===== src/hdl/plps_pkg.sv =====
`timescale 1ns / 1ps

package plps_pkg;

  localparam int COORD_BITS = 24;
  localparam int MAG_BITS   = COORD_BITS;
  localparam int SQ_BITS    = 2 * MAG_BITS;
  localparam int RAD_BITS   = SQ_BITS + 2;
  localparam int ROOT_BITS  = RAD_BITS / 2;
  localparam int REM_BITS   = ROOT_BITS + 2;
  localparam int TOTAL_BITS = 40;
  localparam int SEG_BITS   = 26;
  localparam int SQRT_STEPS = RAD_BITS / 2;
  localparam int CNT_BITS   = $clog2(SQRT_STEPS);
  localparam int PC_BITS    = 3;

  localparam int IN_DATA_BITS  = 96;
  localparam int OUT_DATA_BITS = 96;

  // microprogram addresses
  localparam logic [PC_BITS-1:0] ST_WAIT  = 3'd0;
  localparam logic [PC_BITS-1:0] ST_MUL_X = 3'd1;
  localparam logic [PC_BITS-1:0] ST_MUL_Y = 3'd2;
  localparam logic [PC_BITS-1:0] ST_MUL_Z = 3'd3;
  localparam logic [PC_BITS-1:0] ST_INIT  = 3'd4;
  localparam logic [PC_BITS-1:0] ST_ROOT  = 3'd5;
  localparam logic [PC_BITS-1:0] ST_DONE  = 3'd6;
  localparam logic [PC_BITS-1:0] ST_FIRST = 3'd7;

  typedef enum logic [1:0] {
    SEL_X,
    SEL_Y,
    SEL_Z
  } sel_t;

  typedef enum logic [1:0] {
    JMP_NEXT,    // advance
    JMP_ACCEPT,  // hold until a request arrives, branch on trajectory start
    JMP_LOOP,    // repeat until the iteration count runs out
    JMP_OUT      // hold until the result register is free, then jump to target
  } jmp_t;

  typedef struct packed {
    logic               in_rdy;
    sel_t               sel;
    logic               mul_en;
    logic               acc_clr;
    logic               acc_add;
    logic               sq_init;
    logic               sq_step;
    logic               fin_seg;
    logic               fin_first;
    jmp_t               jmp;
    logic [PC_BITS-1:0] target;
  } ctrl_t;

  function automatic ctrl_t ucode_rom(input logic [PC_BITS-1:0] pc);
    ctrl_t c;
    c = '{in_rdy: 1'b0, sel: SEL_X, mul_en: 1'b0, acc_clr: 1'b0, acc_add: 1'b0,
          sq_init: 1'b0, sq_step: 1'b0, fin_seg: 1'b0, fin_first: 1'b0,
          jmp: JMP_NEXT, target: ST_WAIT};
    case (pc)
      ST_WAIT: begin
        c.in_rdy = 1'b1;
        c.jmp    = JMP_ACCEPT;
        c.target = ST_FIRST;
      end
      ST_MUL_X: begin
        c.sel     = SEL_X;
        c.mul_en  = 1'b1;
        c.acc_clr = 1'b1;
      end
      ST_MUL_Y: begin
        c.sel     = SEL_Y;
        c.mul_en  = 1'b1;
        c.acc_add = 1'b1;
      end
      ST_MUL_Z: begin
        c.sel     = SEL_Z;
        c.mul_en  = 1'b1;
        c.acc_add = 1'b1;
      end
      ST_INIT: begin
        c.sq_init = 1'b1;
      end
      ST_ROOT: begin
        c.sq_step = 1'b1;
        c.jmp     = JMP_LOOP;
      end
      ST_DONE: begin
        c.fin_seg = 1'b1;
        c.jmp     = JMP_OUT;
        c.target  = ST_WAIT;
      end
      ST_FIRST: begin
        c.fin_first = 1'b1;
        c.jmp       = JMP_OUT;
        c.target    = ST_WAIT;
      end
      default: begin
        c.jmp    = JMP_OUT;
        c.target = ST_WAIT;
      end
    endcase
    return c;
  endfunction

endpackage


===== src/hdl/path_length_and_peak_speed.sv =====
`timescale 1ns / 1ps

// Channel | Direction | tdata (low bit up)                         | tuser
// in_     | sink      | pos_x, pos_y, pos_z, point_speed           | start_new
// out_    | source    | path_total, segment_length, peak_speed, 0s | total_saturated
//
// A first point of a trajectory goes from the accepting step to its own finishing step;
// any other point passes three squaring steps on one 24x24 multiplier, one load step, 25
// steps of a bit-pair square root and one finishing step, all sequenced by a ROM. One
// point is in work at a time, and the next request is taken while the result waits.
// rst_n is synchronous, active low; a stalled result holds the sequencer in its
// finishing step.

module path_length_and_peak_speed
  import plps_pkg::*;
(
  input  logic                     clk,
  input  logic                     rst_n,
  input  logic                     in_tvalid,
  output logic                     in_tready,
  input  logic [IN_DATA_BITS-1:0]  in_tdata,   // pos_x, pos_y, pos_z, point_speed
  input  logic                     in_tuser,   // start_new
  output logic                     out_tvalid,
  input  logic                     out_tready,
  output logic [OUT_DATA_BITS-1:0] out_tdata,  // path_total, segment_length, peak_speed
  output logic                     out_tuser   // total_saturated
);

  logic [PC_BITS-1:0] pc_r, pc_nxt;
  ctrl_t              ctl;

  logic signed [COORD_BITS-1:0] x_r, y_r, z_r, spd_r;
  logic signed [COORD_BITS-1:0] prev_x_r, prev_y_r, prev_z_r;
  logic                         have_prev_r;

  logic [SQ_BITS-1:0]   prod_r;
  logic [RAD_BITS-1:0]  acc_r;
  logic [RAD_BITS-1:0]  rad_r;
  logic [REM_BITS-1:0]  rem_r;
  logic [ROOT_BITS-1:0] root_r;
  logic [CNT_BITS-1:0]  cnt_r;

  logic [TOTAL_BITS-1:0]        total_r;
  logic signed [COORD_BITS-1:0] peak_r;
  logic                         sat_r;

  logic                         out_valid_r;
  logic [TOTAL_BITS-1:0]        out_total_r;
  logic [SEG_BITS-1:0]          out_seg_r;
  logic signed [COORD_BITS-1:0] out_peak_r;
  logic                         out_sat_r;

  logic                         in_acc;
  logic                         out_free;
  logic                         first_pt;
  logic signed [COORD_BITS-1:0] op_a, op_b;
  logic signed [COORD_BITS:0]   diff;
  logic [MAG_BITS-1:0]          mag;
  logic [REM_BITS+1:0]          rem_t;
  logic [REM_BITS+1:0]          trial;
  logic                         take;
  logic [TOTAL_BITS:0]          sum;
  logic [TOTAL_BITS-1:0]        total_new;
  logic                         sat_new;
  logic signed [COORD_BITS-1:0] peak_new;

  assign ctl       = ucode_rom(pc_r);
  // hold off requests in reset
  assign in_tready = ctl.in_rdy && rst_n;
  assign in_acc    = in_tvalid && in_tready;
  assign out_free  = !out_valid_r || out_tready;
  assign first_pt  = in_tuser || !have_prev_r;

  always_comb begin
    pc_nxt = pc_r;
    case (ctl.jmp)
      JMP_NEXT:   pc_nxt = pc_r + 1'b1;
      JMP_ACCEPT: if (in_acc) begin
        pc_nxt = first_pt ? ctl.target : pc_r + 1'b1;
      end
      JMP_LOOP:   if (cnt_r == '0) begin
        pc_nxt = pc_r + 1'b1;
      end
      JMP_OUT:    if (out_free) begin
        pc_nxt = ctl.target;
      end
      default:    pc_nxt = ST_WAIT;
    endcase
  end

  // operand select and absolute difference feeding the multiplier
  always_comb begin
    case (ctl.sel)
      SEL_X: begin
        op_a = x_r;
        op_b = prev_x_r;
      end
      SEL_Y: begin
        op_a = y_r;
        op_b = prev_y_r;
      end
      SEL_Z: begin
        op_a = z_r;
        op_b = prev_z_r;
      end
      default: begin
        op_a = x_r;
        op_b = prev_x_r;
      end
    endcase
    diff = {op_a[COORD_BITS-1], op_a} - {op_b[COORD_BITS-1], op_b};
    mag  = diff[COORD_BITS] ? MAG_BITS'(-diff) : diff[MAG_BITS-1:0];
  end

  // one bit-pair of the restoring square root
  always_comb begin
    rem_t = {rem_r, rad_r[RAD_BITS-1 -: 2]};
    trial = {2'b00, root_r, 2'b01};
    take  = rem_t >= trial;
  end

  always_comb begin
    sum       = {1'b0, total_r} + (TOTAL_BITS + 1)'(root_r);
    total_new = sum[TOTAL_BITS] ? {TOTAL_BITS{1'b1}} : sum[TOTAL_BITS-1:0];
    sat_new   = sat_r || sum[TOTAL_BITS];
    peak_new  = (spd_r > peak_r) ? spd_r : peak_r;
  end

  always_ff @(posedge clk) begin
    if (!rst_n) begin
      pc_r        <= ST_WAIT;
      have_prev_r <= 1'b0;
      out_valid_r <= 1'b0;
      total_r     <= '0;
      peak_r      <= '0;
      sat_r       <= 1'b0;
      prev_x_r    <= '0;
      prev_y_r    <= '0;
      prev_z_r    <= '0;
    end else begin
      pc_r <= pc_nxt;
      if ((ctl.fin_seg || ctl.fin_first) && out_free) begin
        out_valid_r <= 1'b1;
        have_prev_r <= 1'b1;
        prev_x_r    <= x_r;
        prev_y_r    <= y_r;
        prev_z_r    <= z_r;
        if (ctl.fin_first) begin
          total_r <= '0;
          sat_r   <= 1'b0;
          peak_r  <= spd_r;
        end else begin
          total_r <= total_new;
          sat_r   <= sat_new;
          peak_r  <= peak_new;
        end
      end else if (out_tready) begin
        out_valid_r <= 1'b0;
      end
    end
  end

  // datapath registers
  always_ff @(posedge clk) begin
    if (in_acc) begin
      x_r     <= in_tdata[COORD_BITS-1:0];
      y_r     <= in_tdata[2*COORD_BITS-1:COORD_BITS];
      z_r     <= in_tdata[3*COORD_BITS-1:2*COORD_BITS];
      spd_r   <= in_tdata[4*COORD_BITS-1:3*COORD_BITS];
    end
    if (ctl.mul_en) begin
      prod_r <= mag * mag;
    end
    if (ctl.acc_clr) begin
      acc_r <= '0;
    end else if (ctl.acc_add) begin
      acc_r <= acc_r + RAD_BITS'(prod_r);
    end
    if (ctl.sq_init) begin
      rad_r  <= acc_r + RAD_BITS'(prod_r);
      rem_r  <= '0;
      root_r <= '0;
      cnt_r  <= CNT_BITS'(SQRT_STEPS - 1);
    end else if (ctl.sq_step) begin
      rad_r <= rad_r << 2;
      cnt_r <= cnt_r - 1'b1;
      if (take) begin
        rem_r  <= REM_BITS'(rem_t - trial);
        root_r <= {root_r[ROOT_BITS-2:0], 1'b1};
      end else begin
        rem_r  <= REM_BITS'(rem_t);
        root_r <= {root_r[ROOT_BITS-2:0], 1'b0};
      end
    end
    if ((ctl.fin_seg || ctl.fin_first) && out_free) begin
      if (ctl.fin_first) begin
        out_total_r <= '0;
        out_seg_r   <= '0;
        out_peak_r  <= spd_r;
        out_sat_r   <= 1'b0;
      end else begin
        out_total_r <= total_new;
        out_seg_r   <= SEG_BITS'(root_r);
        out_peak_r  <= peak_new;
        out_sat_r   <= sat_new;
      end
    end
  end

  assign out_tvalid = out_valid_r;
  assign out_tdata  = {{(OUT_DATA_BITS - TOTAL_BITS - SEG_BITS - COORD_BITS){1'b0}},
                       out_peak_r, out_seg_r, out_total_r};
  assign out_tuser  = out_sat_r;

endmodule

===== config.mk =====
export PLATFORM = sky130hd
export DESIGN_NAME = path_length_and_peak_speed
export DESIGN_NICKNAME = d
export VERILOG_FILES = /design/src/hdl/plps_pkg.sv /design/src/hdl/path_length_and_peak_speed.sv
export SDC_FILE = /design/constraint.sdc
export NUM_CORES = 2
export LEC_CHECK = 0
export BUFFER_PORTS_ARGS = -buffer_cell sky130_fd_sc_hd__buf_2
export CORE_AREA = 8 8 322 324
export DETAILED_ROUTE_END_ITERATION = 7
export DIE_AREA = 0 0 330 332
export GPL_TIMING_DRIVEN = 1
export PLACE_DENSITY = 0.69
export SLEW_MARGIN = 20
export SYNTH_ARGS = -nofsm -noshare
export SYNTH_HDL_FRONTEND = slang
export SYNTH_SLANG_ARGS = --single-unit

===== constraint.sdc =====
create_clock -name clk -period 31.1 [get_ports clk]
set_clock_uncertainty 0.2 [all_clocks]
set_input_delay 0 -clock clk [delete_from_list [all_inputs] [get_ports clk]]
set_output_delay 0 -clock clk [all_outputs]
set_load 0.005 [all_outputs]

==> Yosys cells after proc, flatten, opt, wreduce, memory -nomap -nowiden <==
Index checks and enable logic that the tools add are counted.
Widths: inputs -> output; s select.
{ "classes": {"addsub": 7, "mul": 1, "div": 0, "order_cmp": 2, "eq_ne": 15, "shift": 0, "mux": 29, "bitwise_logic": 0, "n_reduce_logical": 17} }
{ "op_table": {"columns": ["op", "count"], "rows": [
  ["$mux 50", 2],
  ["$pmux 24 s2", 2],
  ["$mux 40", 2],
  ["$mux 24", 3],
  ["$add 50x48->50", 1],
  ["$mul 24x24->48", 1],
  ["$add 40x25->41", 1],
  ["$ge 29x27->1", 1],
  ["$mux 27", 1],
  ["$sub 27x27->27", 1],
  ["$sub 24x24->25", 1],
  ["$gt 24x24->1", 1],
  ["$neg 24->24", 1],
  ["$mux 3", 5],
  ["$eq 3x3->1 const B", 4],
  ["$pmux 3 s4", 1],
  ["$mux 1", 11],
  ["$pmux 3 s3", 1],
  ["$eq 2x2->1 const B", 3],
  ["$eq 3x2->1 const B", 2],
  ["$ne 2x2->1 const B", 3],
  ["$pmux 2 s3", 1],
  ["$logic_not 5->1", 1],
  ["$sub 5x1->5 const B", 1],
  ["other kinds (11)", 20]
]} }
{ "word_totals": {"regBits": 534, "latchBits": 0, "mem_bits_rw": 0, "rom_bits": 0, "out_inout_bits": 99, "elab_cells": 95, "mem_count": 0} }

==> Logic depth before layout (Yosys ltp) <==
{ "logic_depth": {"depth_word": 8, "mapped_depth": 52, "mapped_depth_nobuf": 48} }

==> Worst setup path after synthesis <==
OpenSTA, ideal clock, no wires.
{ "synth_timing": {"path_kind": "reg-to-reg", "start": "reg pc_r[2]", "end": "reg prod_r[40] (data pin)", "setup_time_ns": 0.258, "arrival_time_ns": 11.257, "required_ns": 30.642, "path_slack_ns": 19.385, "path_stages_with_launch": 47, "synth_period_minus_slack_ns": 11.715, "cell_sequence": "dfxtp_1 clkbuf_1 inv_1 ha_1 inv_1 ha_1 clkbuf_1 buf_1 a22oi_1 o21ai_0 ha_1 nor2b_1 o31a_1 or4_1 o311ai_2 nor4b_2 nand4_1 or3_1 [11 not listed] inv_1 fa_1 inv_1 fa_1 inv_1 fa_1 ha_1 a21o_1 a21o_1 a211oi_1 o211a_1 o31ai_1 and3_1 o41ai_1 o21ai_0 a21o_1 a21oi_1 xnor2_1"} }
{ "synth_between": {"elab_chain_cells": 8, "word_cells_on_any_way": 12, "classes_between": "2 x add/sub; 1 x mul; 5 x eq/ne; 4 x mux"} }
{ "synth_rtl": {"columns": ["element", "line_no", "rtl"], "rows": [
  ["from (decl)", "path_length_and_peak_speed.sv:29", "logic [PC_BITS-1:0] pc_r, pc_nxt;"],
  ["from (signal assigned)", "path_length_and_peak_speed.sv:141", "pc_r <= pc_nxt;"],
  ["$eq 3x2->1 or $eq 3x1->1 (tied branches)", "plps_pkg.sv:62", "case (pc)"],
  ["$pmux 3 s3 (*)", "plps_pkg.sv:62", null],
  ["$eq 2x2->1 or $eq 2x1->1 (tied branches)", "path_length_and_peak_speed.sv:93", "case (ctl.sel)"],
  ["$pmux 24 s2", "path_length_and_peak_speed.sv:93", null],
  ["$sub 24x24->25 (*)", "path_length_and_peak_speed.sv:111", "diff = {op_a[COORD_BITS-1], op_a} - {op_b[COORD_BITS-1], op_b};"],
  ["$neg 24->24", "path_length_and_peak_speed.sv:112", "mag = diff[COORD_BITS] ? MAG_BITS'(-diff) : diff[MAG_BITS-1:0];"],
  ["$mux 24 (*)", "path_length_and_peak_speed.sv:112", null],
  ["$mul 24x24->48 (*)", "path_length_and_peak_speed.sv:172", "prod_r <= mag * mag;"],
  ["to (signal assigned)", "path_length_and_peak_speed.sv:172", null],
  ["to (decl)", "path_length_and_peak_speed.sv:36", "logic [SQ_BITS-1:0] prod_r;"]
]} }
Mark *: on every way between the ends. The rest lies on a longest branch, timed or not.
A chain may end at the register's enable or synchronous reset.

==> Worst setup path after layout <==
Ends and elaborated chain as after synthesis.

==> results.toml <==
[status]
status = "complete, no violations"

[synthesis]
ys.flop_type = "edfxtp_1"
synth_warnings = 0
avgSynthCellArea_um2 = 9.42
synth_cell_types = 86
synth_edf_count = 283
netlist.area_leader.share_pct = 19.6
ys_ff_latch = 532
ys_seq_area_share_pct = 30.8
synth_area_leaders = "fa_1, edfxtp_1, dfxtp_1"
async_reset_ff_share_pct = 0
netlist_instances = 4651
synth_top_cell_by_area = "fa_1"
syn_area_mm2 = 0.0438

[cells_and_area]
layout_commonest_cell = "inv_1"
drive_above_1_share_pct = 9.50
syn2layout_area_growth_pct = 13.9
layout.nets = 5774
mostFrequentLayoutCells = "inv_1, nand2_1, fa_1, nor2_1, ha_1"

[global_route]
grt_overflow = 0
grt_start_max_net_pins = 138
grtUsageTotal_pct = 20.2
antenna_found_initial = 1
grt_pass1_vias = 35100
grt_pass1_wl_um = 183000

[worst_setup_path]
cp.arrival_ns = 13.87
regToRegStartpoint = "pc_r[2]"
cp_max_fo = 48
critPathLaunchType = "flop"
cp-end-kind = "flop"
worst-setup-path-type = "reg -> reg"
critPathRequiredTime_ns = 31.25
cpPeakStageDelay_ns = 0.81
worstSetupStartpoint = "pc_r[2]"
path_common_cell = "inv_1"
cp_slowest_cell = "ha_2"

[floorplan]
die_h_um = 332
dieWidth_um = 330
rows = 116
start_util_pct = 44.3
die-area_mm2 = 0.110
core_area_mm2 = 0.0990
ios = 200

[place]
port_buffers = 192
dpl.hpwl_um = 81100
place_congestion = 0.925

[detailed_routing]
routed_wirelength_um = 112000
vias = 34400
viasPerCell = 5.49
drc = 0
antenna_left = 0
wl_per_cell_um = 17.8
drt_iter0_drc = 2562
dr.pass1.iters = 8

[sta]
setup_violations = 0
hold_viol_final = 0
relSlewSlack_pct = 29.5
fin_crit_sh_pct = 44.1
finalCriticalPeriod_ns = 13.72
rsz0062_at_grt = "no"
fin_tns_setup_ns = 0
fmax_ghz = 0.0729
maxSlewViolCount = 0
worstMarginPinSlew_ns = 1.06

[cts]
max-clock-path-buffers = 3
cts_root_buf = "clkbuf_16"
cts-htree-levels = 2
cts_tree = "yes"
clock-sinks = 532
clock_latency_ns = 0.69
clk_pin_slew_ns = 0.06
cts_setup_buffers = 0
cts_buffers = 57

[flow_run]
maxCapViolations = 0

[hold_path]
hp-class = "in -> reg"
min_from = "in_tdata[22]"
[per-stage QoR]
stage / setup slack, ns / util [%] / hold slack [ns] / cell area, µm² / std cells
2_1_floorplan: 19.39 / - / -0.101 / 43800 / 4657
3_3_place_gp: 17.73 / 46.4 / -0.0233 / 46000 / 5961
3_5_place_dp: 17.50 / 46.4 / -0.0219 / 46000 / 5961
4_1_cts: 17.47 / 50.4 / 0.0632 / 49900 / 6264
5_1_grt: 16.25 / 50.4 / 0.0822 / 49900 / 6264
6_report: 17.38 / 50.4 / 0.104 / 49900 / 6265
[synthesized netlist by cell type (15+ instances only)]
library cell and number:
inv_1 628, nand2_1 474, fa_1 429, nor2_1 370, ha_1 327, a21oi_1 319
edfxtp_1 283, dfxtp_1 249, clkbuf_1 188, o21ai_0 162, xnor2_1 118, a21o_1 106
nand4_1 100, nand3_1 73, xor2_1 55, a22oi_1 50, mux2_2 48, nor3_1 48
and3_1 46, nand2b_1 37, o22ai_1 30, nor2b_1 27, a31o_2 25, o21a_1 25
or4_1 25, a31oi_1 24, a211oi_1 23, o21bai_1 21, and2_1 20, buf_1 19
mux2i_1 18, or2_2 17, inv_2 16, o31ai_1 15
[per-layer routing]
layer	wire, µm	global-route usage (%)	up-vias
li1	-	-	16300
met1	47300	26.3	16700
met4	4220	7.25	0
met2	53500	34.0	1131
met5	0	0	-
met3	6600	2.82	266
[registers in the layout, indices dropped and copies added, names as in the netlist, 3 cells and up]
name and flops:
root_r 25, out_peak_r 24, out_seg_r 25, prod_r 47, z_r 24, y_r 24
acc_r 50, prev_z_r 24, cnt_r 5, rad_r 50, prev_x_r 24, spd_r 24
x_r 24, out_total_r 40, peak_r 24, prev_y_r 24, pc_r 3, rem_r 27
total_r 40
[kinds of logic (layout without fill, tap and decap cells)]
family / after synthesis / after routing / synth area share [%]
adder cells (fa/ha/maj): 756 / 756 / 28.9
AO/OA/AOI/OAI: 948 / 948 / 13.8
multiplexers: 66 / 66 / 1.64
XOR/XNOR: 176 / 176 / 3.58
other: 1 / 8 / 0.00856
AND/OR/NAND/NOR: 1299 / 1299 / 13.7
flip-flops: 532 / 532 / 30.8
buffers and inverters: 873 / 1182 / 7.59
[timing repair]
| item | in CTS | in global routing |
|---|---|---|
| resized for setup | 0 | 0 |
| hold endpoints to repair | 187 | 0 |
| hold buffers | 195 | 0 |
[layout make-up]
class                   count  area (µm²)
repair buffers            428        3220
clock buffers              70        1580
clock inverters            38         412
multi-input cells        3252       27200
fillers                  8871       49100
diodes                      1        2.50
flip-flops and latches    532       13500
inverters                 646        2430
well taps                1298        1620
[critical path, delay by kind of cell (launching register included)]
kind	cells	cell delay, ns
flip-flops	1	0.72
AND/OR/NAND/NOR	6	1.19
AO/OA/AOI/OAI	17	4.72
XOR/XNOR	2	0.85
adder cells (fa/ha/maj)	11	4.71
buffers and inverters	7	1.04
[final timing paths]
path / end / slack, ns / cells after the start
max: prod_r[40] / 17.38 / 43
min: x_r[22] / 0.10 / 2
max reg2reg: prod_r[40] / 17.38 / 43
min reg2reg: prev_x_r[22] / 0.25 / 2
Power is not shown: default switching activity piles up to over one toggle a cycle in this logic, so the estimate is an artifact.
